## src/apsp_pkg.sv

```systemverilog
`default_nettype none

package apsp_pkg;

    localparam int VERTICES_DEFAULT = 16;
    localparam int DIST_W = 17;
    localparam int NODE_W = 4;
    localparam int OP_W = 2;

    // Distance value that marks a missing edge or an unreachable pair.
    localparam logic [DIST_W-1:0] NO_EDGE = DIST_W'(65536);

    typedef enum logic [OP_W-1:0] {
        OP_LOAD  = 2'd0,
        OP_RUN   = 2'd1,
        OP_QUERY = 2'd2
    } opcode_t;

    typedef struct packed {
        logic [OP_W-1:0]   opcode;
        logic [NODE_W-1:0] source_node;
        logic [NODE_W-1:0] dest_node;
        logic [DIST_W-1:0] edge_weight;
    } cmd_t;

    typedef struct packed {
        logic [DIST_W-1:0] path_distance;
        logic [NODE_W-1:0] next_hop;
        logic              reachable;
        logic              done_flag;
    } result_t;

    // Write request to both tables; the address travels beside it.
    typedef struct packed {
        logic              we;
        logic [DIST_W-1:0] distance;
        logic [NODE_W-1:0] hop;
    } mem_wr_t;

    // Registered read data of the two table ports.
    typedef struct packed {
        logic [DIST_W-1:0] dist_a;
        logic [NODE_W-1:0] hop_a;
        logic [DIST_W-1:0] dist_b;
    } mem_rd_t;

endpackage

`default_nettype wire

```

## src/apsp_seq.sv

```systemverilog
`default_nettype none

module apsp_seq #(
    parameter int VERTICES = apsp_pkg::VERTICES_DEFAULT,
    parameter int AW       = $clog2(VERTICES * VERTICES)
) (
    input  wire                clk,
    input  wire                rst_n,
    input  wire                go,
    input  apsp_pkg::mem_rd_t  rd,
    output logic               busy,
    output logic               done,
    output logic [AW-1:0]      rd_a_addr,
    output logic [AW-1:0]      rd_b_addr,
    output apsp_pkg::mem_wr_t  wr,
    output logic [AW-1:0]      wr_addr
);

    localparam int NW = $clog2(VERTICES);
    localparam logic [NW-1:0] LAST_IDX = NW'(VERTICES - 1);
    localparam logic [AW-1:0] STRIDE = AW'(VERTICES);
    localparam logic [apsp_pkg::DIST_W:0] SUM_CAP = {1'b0, apsp_pkg::NO_EDGE};

    typedef enum logic [1:0] {
        S_IDLE,
        S_LEG,
        S_CELL,
        S_FLUSH
    } state_t;

    state_t                       state_reg, state_next;
    logic [NW-1:0]                mid_reg, mid_next;
    logic [NW-1:0]                row_reg, row_next;
    logic [NW-1:0]                col_reg, col_next;
    logic                         cell_valid_reg, cell_valid_next;
    logic [AW-1:0]                cell_addr_reg, cell_addr_next;
    logic                         leg_cap_reg, leg_cap_next;
    logic [apsp_pkg::DIST_W-1:0]  leg_reg, leg_next;
    logic [apsp_pkg::NODE_W-1:0]  leg_hop_reg, leg_hop_next;
    logic                         done_reg, done_next;

    logic [AW-1:0]                cell_addr;
    logic [AW-1:0]                leg_addr;
    logic [apsp_pkg::DIST_W:0]    sum;
    logic                         better;

    assign cell_addr = AW'(row_reg) * STRIDE + AW'(col_reg);
    assign leg_addr  = AW'(row_reg) * STRIDE + AW'(mid_reg);
    assign rd_a_addr = (state_reg == S_LEG) ? leg_addr : cell_addr;
    assign rd_b_addr = AW'(mid_reg) * STRIDE + AW'(col_reg);

    // Relax the cell issued last cycle. Row mid and column mid never change
    // during pass mid, so reads and the trailing write never hit one entry.
    assign sum    = {1'b0, leg_reg} + {1'b0, rd.dist_b};
    assign better = (sum < SUM_CAP) && (sum < {1'b0, rd.dist_a});

    assign wr.we       = cell_valid_reg && better;
    assign wr.distance = sum[apsp_pkg::DIST_W-1:0];
    assign wr.hop      = leg_hop_reg;
    assign wr_addr     = cell_addr_reg;

    assign busy = (state_reg != S_IDLE);
    assign done = done_reg;

    always_comb
    begin
        state_next      = state_reg;
        mid_next        = mid_reg;
        row_next        = row_reg;
        col_next        = col_reg;
        cell_valid_next = (state_reg == S_CELL);
        cell_addr_next  = cell_addr;
        leg_cap_next    = (state_reg == S_LEG);
        leg_next        = leg_cap_reg ? rd.dist_a : leg_reg;
        leg_hop_next    = leg_cap_reg ? rd.hop_a : leg_hop_reg;
        done_next       = (state_reg == S_FLUSH);

        case (state_reg)
            S_IDLE:
            begin
                if (go)
                begin
                    state_next = S_LEG;
                    mid_next   = '0;
                    row_next   = '0;
                    col_next   = '0;
                end
            end
            S_LEG:
            begin
                state_next = S_CELL;
            end
            S_CELL:
            begin
                col_next = col_reg + NW'(1);
                if (col_reg == LAST_IDX)
                begin
                    col_next   = '0;
                    state_next = S_LEG;
                    row_next   = row_reg + NW'(1);
                    if (row_reg == LAST_IDX)
                    begin
                        row_next = '0;
                        mid_next = mid_reg + NW'(1);
                        if (mid_reg == LAST_IDX)
                        begin
                            mid_next   = '0;
                            state_next = S_FLUSH;
                        end
                    end
                end
            end
            S_FLUSH:
            begin
                state_next = S_IDLE;
            end
            default:
            begin
                state_next = S_IDLE;
            end
        endcase
    end

    always_ff @(posedge clk or negedge rst_n)
    begin
        if (!rst_n)
        begin
            state_reg      <= S_IDLE;
            mid_reg        <= '0;
            row_reg        <= '0;
            col_reg        <= '0;
            cell_valid_reg <= 1'b0;
            cell_addr_reg  <= '0;
            leg_cap_reg    <= 1'b0;
            leg_reg        <= '0;
            leg_hop_reg    <= '0;
            done_reg       <= 1'b0;
        end
        else
        begin
            state_reg      <= state_next;
            mid_reg        <= mid_next;
            row_reg        <= row_next;
            col_reg        <= col_next;
            cell_valid_reg <= cell_valid_next;
            cell_addr_reg  <= cell_addr_next;
            leg_cap_reg    <= leg_cap_next;
            leg_reg        <= leg_next;
            leg_hop_reg    <= leg_hop_next;
            done_reg       <= done_next;
        end
    end

    assert property (@(posedge clk) disable iff (!rst_n)
        cell_valid_reg |-> (state_reg != S_IDLE))
        else $error("relax write outside a run");

    assert property (@(posedge clk) disable iff (!rst_n)
        done_reg |-> ($past(state_reg) == S_FLUSH))
        else $error("run done without flush");

    assert property (@(posedge clk) disable iff (!rst_n)
        (state_reg == S_LEG) |-> (col_reg == '0))
        else $error("leg fetch with column not at zero");

endmodule

`default_nettype wire

```

## config.mk

```make
export PLATFORM = sky130hd
export DESIGN_NAME = apsp_seq
export DESIGN_NICKNAME = d
export VERILOG_FILES = /design/src/apsp_pkg.sv /design/src/apsp_seq.sv
export SDC_FILE = /design/constraint.sdc
export NUM_CORES = 1
export LEC_CHECK = 0
export BUFFER_PORTS_ARGS = -buffer_cell sky130_fd_sc_hd__buf_2
export CORE_MARGIN = 2
export CORE_UTILIZATION = 35
export CTS_CLUSTER_SIZE = 25
export DETAILED_ROUTE_END_ITERATION = 10
export PLACE_DENSITY_LB_ADDON = 0.12
export SYNTH_ARGS = -nofsm -noshare
export SYNTH_HDL_FRONTEND = slang
export SYNTH_SLANG_ARGS = --single-unit
```

## constraint.sdc

```tcl
create_clock -name clk -period 3.3 [get_ports clk]
set_input_delay 0.33 -clock clk [delete_from_list [all_inputs] [get_ports clk]]
set_output_delay 0.33 -clock clk [all_outputs]
set_load 0.02 [all_outputs]
```

==> key figures <==
Timing
  – Final setup vio count: 1
  – Final hold vios: 0
  – Worst Max-Slew Pin Slew: about 1.1 ns
  – Fin crit share: 110%
  – Slew Limit Fails: 0
  – Clk_skew: 0.00868 ns
  – Fmax: 0.276 GHz
  – Hold WS: between 0.2 and 0.25 ns
  – Setup TNS: -0.319 ns
  – Slew HR: between 20 and 30%
  – Worst setup margin: -0.319 ns
  – RSZ-0062 raised after global routing: true
  – Final min period: around 3.6 ns

Clock tree
  – Clock transition at path regs: roughly 0.09 ns
  – Clk Latency, worst-skew pair: slightly below 0.3 ns
  – Cts bufs inserted: 5
  – CTS HTree Levels: 2
  – TritonCTS clock tree: yes
  – Clk root buf: clkbuf_8
  – Sink Count: 46
  – Clk buf depth: 2

GRT
  – GRT Total Usage: approximately 17%
  – Number of global-route vias before repair: approximately 2,500
  – Initial antenna violation count: 0
  – Largest net degree at the start of global routing: between 40 and 50
  – Total gr overflow: 0
  – First-pass GRT wire length: around 12 mm

Worst setup path
  – Slowest stage delay, CP: approximately 0.36 ns
  – Worst Path Arrival: between 3 and 4 ns
  – Most frequent CP cell: buf_4
  – Reg-to-reg slack, setup: about 1.3 ns
  – FF-to-FF End: mid_reg[0]$_DFFE_PN0P_
  – WS Path Type: flop to output port
  – Register-to-Register Path Depth: 6
  – Crit-path max FO: 2
  – Critical-path top delay cell: dfrtp_1
  – Setup crit start kind: flop
  – Worst Setup End Kind: output port
  – Crit path required time: 2.97 ns
  – Crit-path cells: ha_2 -> fa_2 -> a21oi_2 -> nand4b_1 -> buf_4 -> a211o_1 -> buf_4 -> a31oi_1 -> nor2_1 -> xnor2_1 -> ha_1 -> a21oi_1 -> o2111ai_1 -> a41oi_1 -> o221a_1 -> buf_6
  – Critical R2R Launch: col_reg[0]$_DFFE_PN0P_

Worst hold path
  – Hold Crit Class: input port to async pin

Floorplan
  – Core region area: ~8200 µm²
  – Top-Level Pins: 89
  – Die height: approximately 96 µm
  – Die area: just over 9000 µm²
  – Std cell rows: 33
  – Die W: ~96 µm
  – Initial Util: roughly 36%

Outcome
  – Status: finished with violations
  – Violated checks: negative setup slack

Logic synthesis
  – Main synth FF type: dfrtp_1
  – Area leader, netlist: dfrtp_1
  – Top-count cell post-synth: dfrtp_1
  – Yosys warning count: 0
  – Mapped Nets: ~370
  – Post-synth EDFFs: 0
  – FF+latch count, synth: 46
  – Synth Instances: between 200 and 300
  – Area contributors post-synth: dfrtp_1, ha_1, mux2_2, xnor2_1, a21oi_1
  – Top cell type's share of synthesized area: around 39%
  – Mapped Area: around 3000 µm²
  – Ys async rst share: 100%
  – Avg Inst Size Synth: 10.2 µm²
  – Commonest cells in the netlist: dfrtp_1, ha_1, mux2_2
  – Register area share after synthesis: approximately two fifths
  – Distinct cells, synth: 46

Cells and area
  – N_diodes: 0
  – Area Growth Syn to Fin: 33.6%
  – Nets@finish: about 490
  – Largest register FFs: 17
  – Layout cell share with drive strength beyond 1: 40.5%

Drt
  – Pre-antenna DRT Iters: 4
  – Final WL: between 7 and 8 mm
  – Antenna-violating nets left: 0
  – DRT iter0 DRCs: 42
  – M1 wire length: 3.49 mm
  – DR WL/cell: 14.2 µm
  – Highest metal layer with signal wires: met4
  – WL met2: about 3.6 mm
  – DR vias: between 2,000 and 3,000
  – Drt drc: 0
  – Drt via density: 4.94
  – Met3 WL: between 200 and 300 µm

Power and ir drop
  – Pwr dens: approximately 390 nW/µm²
  – Leak: 2.01 nW
  – Worst vdd ir: 0.000167 V

Place
  – Setup Slack @ Placement: -0.250 ns
  – HPWL after DPL: between 5 and 6 mm
  – Gpl congestion: 0.834
  – I/O Buffers: 88

Flow run
  – Max cap viols: 0
==> cell usage in the layout, fill, tap and decap left out, drive strengths merged, types with 3 or more instances in the layout <==
cell type | netlist | routed
clkbuf | 5 | 6
o31ai | 4 | 4
ha | 36 | 36
nand3 | 9 | 9
nand2b | 6 | 6
inv | 23 | 23
xnor2 | 12 | 12
a21o | 8 | 8
dfrtp | 46 | 46
nand4 | 6 | 6
mux2 | 25 | 25
a31oi | 3 | 3
nor2 | 21 | 21
nand2 | 13 | 13
xor2 | 5 | 5
a21oi | 19 | 19
buf | 0 | 123
o21ai | 15 | 15
nor2b | 4 | 4
==> cells by family after synthesis <==
group	Yosys count	share of synthesized area, %
DFF	46	38.7
buffers and inverters	28	3.57
muxes	26	9.79
xor gates and xnor gates	17	5.00
and+or+nand+nor	70	11.8
AOI/OAI and AO/OA	67	15.3
adders and majority gates	37	15.8
==> per-stage QoR <==
step	std cells	area (µm²)	util (%)	power, W
finish	522	3980	48.4	0.00156
global route	522	3980	48.4	0.00167
CTS	522	3970	48.4	0.00159
detailed placement	512	3810	46.4	0.00113
global placement	512	3810	46.4	0.00113
floorplan	291	3010	-	0.000906
==> metal layers <==
metal	global-route usage [%]	vias up
li1	-	1305
met1	21.6	1228
met3	2.35	4
met4	4.05	0
met5	0	-
met2	29.1	44
==> how the worst max path moves through the flow <==
stage	slack (ns)	startpoint	endpoint	cells past startpoint
2_1_floorplan	0.007	leg_reg[0]$_DFFE_PN0P_	wr[21]	12
3_3_place_gp	-0.20	rd[0]	wr[21]	14
3_5_place_dp	-0.25	rd[0]	wr[21]	14
4_1_cts	-0.35	leg_reg[0]$_DFFE_PN0P_	wr[21]	16
5_1_grt	-0.59	leg_reg[0]$_DFFE_PN0P_	wr[21]	15
6_report	-0.32	leg_reg[0]$_DFFE_PN0P_	wr[21]	16
==> critical path: cells and delay by family (launching register included) <==
family,cells,cell delay [ns]
AO/OA/AOI/OAI,7,1.16
XOR/XNOR,1,0.16
adder cells (fa/ha/maj),3,0.61
buffers and inverters,3,0.43
flip-flops,1,0.36
AND/OR/NAND/NOR,2,0.27
==> final cells by class <==
type,count,area (µm²)
Clock buffer,6,72.6
Inverter,23,86.3
Fill cell,821,4240
Clock inverter,2,37.5
Multi-Input combinational cell,217,1790
Sequential cell,46,1150
Timing Repair Buffer,123,709
Tap cell,105,131
==> report_power, final <==
| part | switching, W | internal, W |
|---|---|---|
| sequential | 0.00000765 | 0.000576 |
| clock | 0.000198 | 0.000226 |
| combinational | 0.000287 | 0.000262 |
| total | 0.000493 | 0.00106 |
==> repair_timing <==
action / in CTS / in global routing
hold buffers: 0 / 0
resized for setup: 9 / 1
setup buffers: 2 / 0
pin swaps: 4 / 0
setup endpoints to repair: 1 / 1
Note: power is estimated with default switching activity, not from simulation.
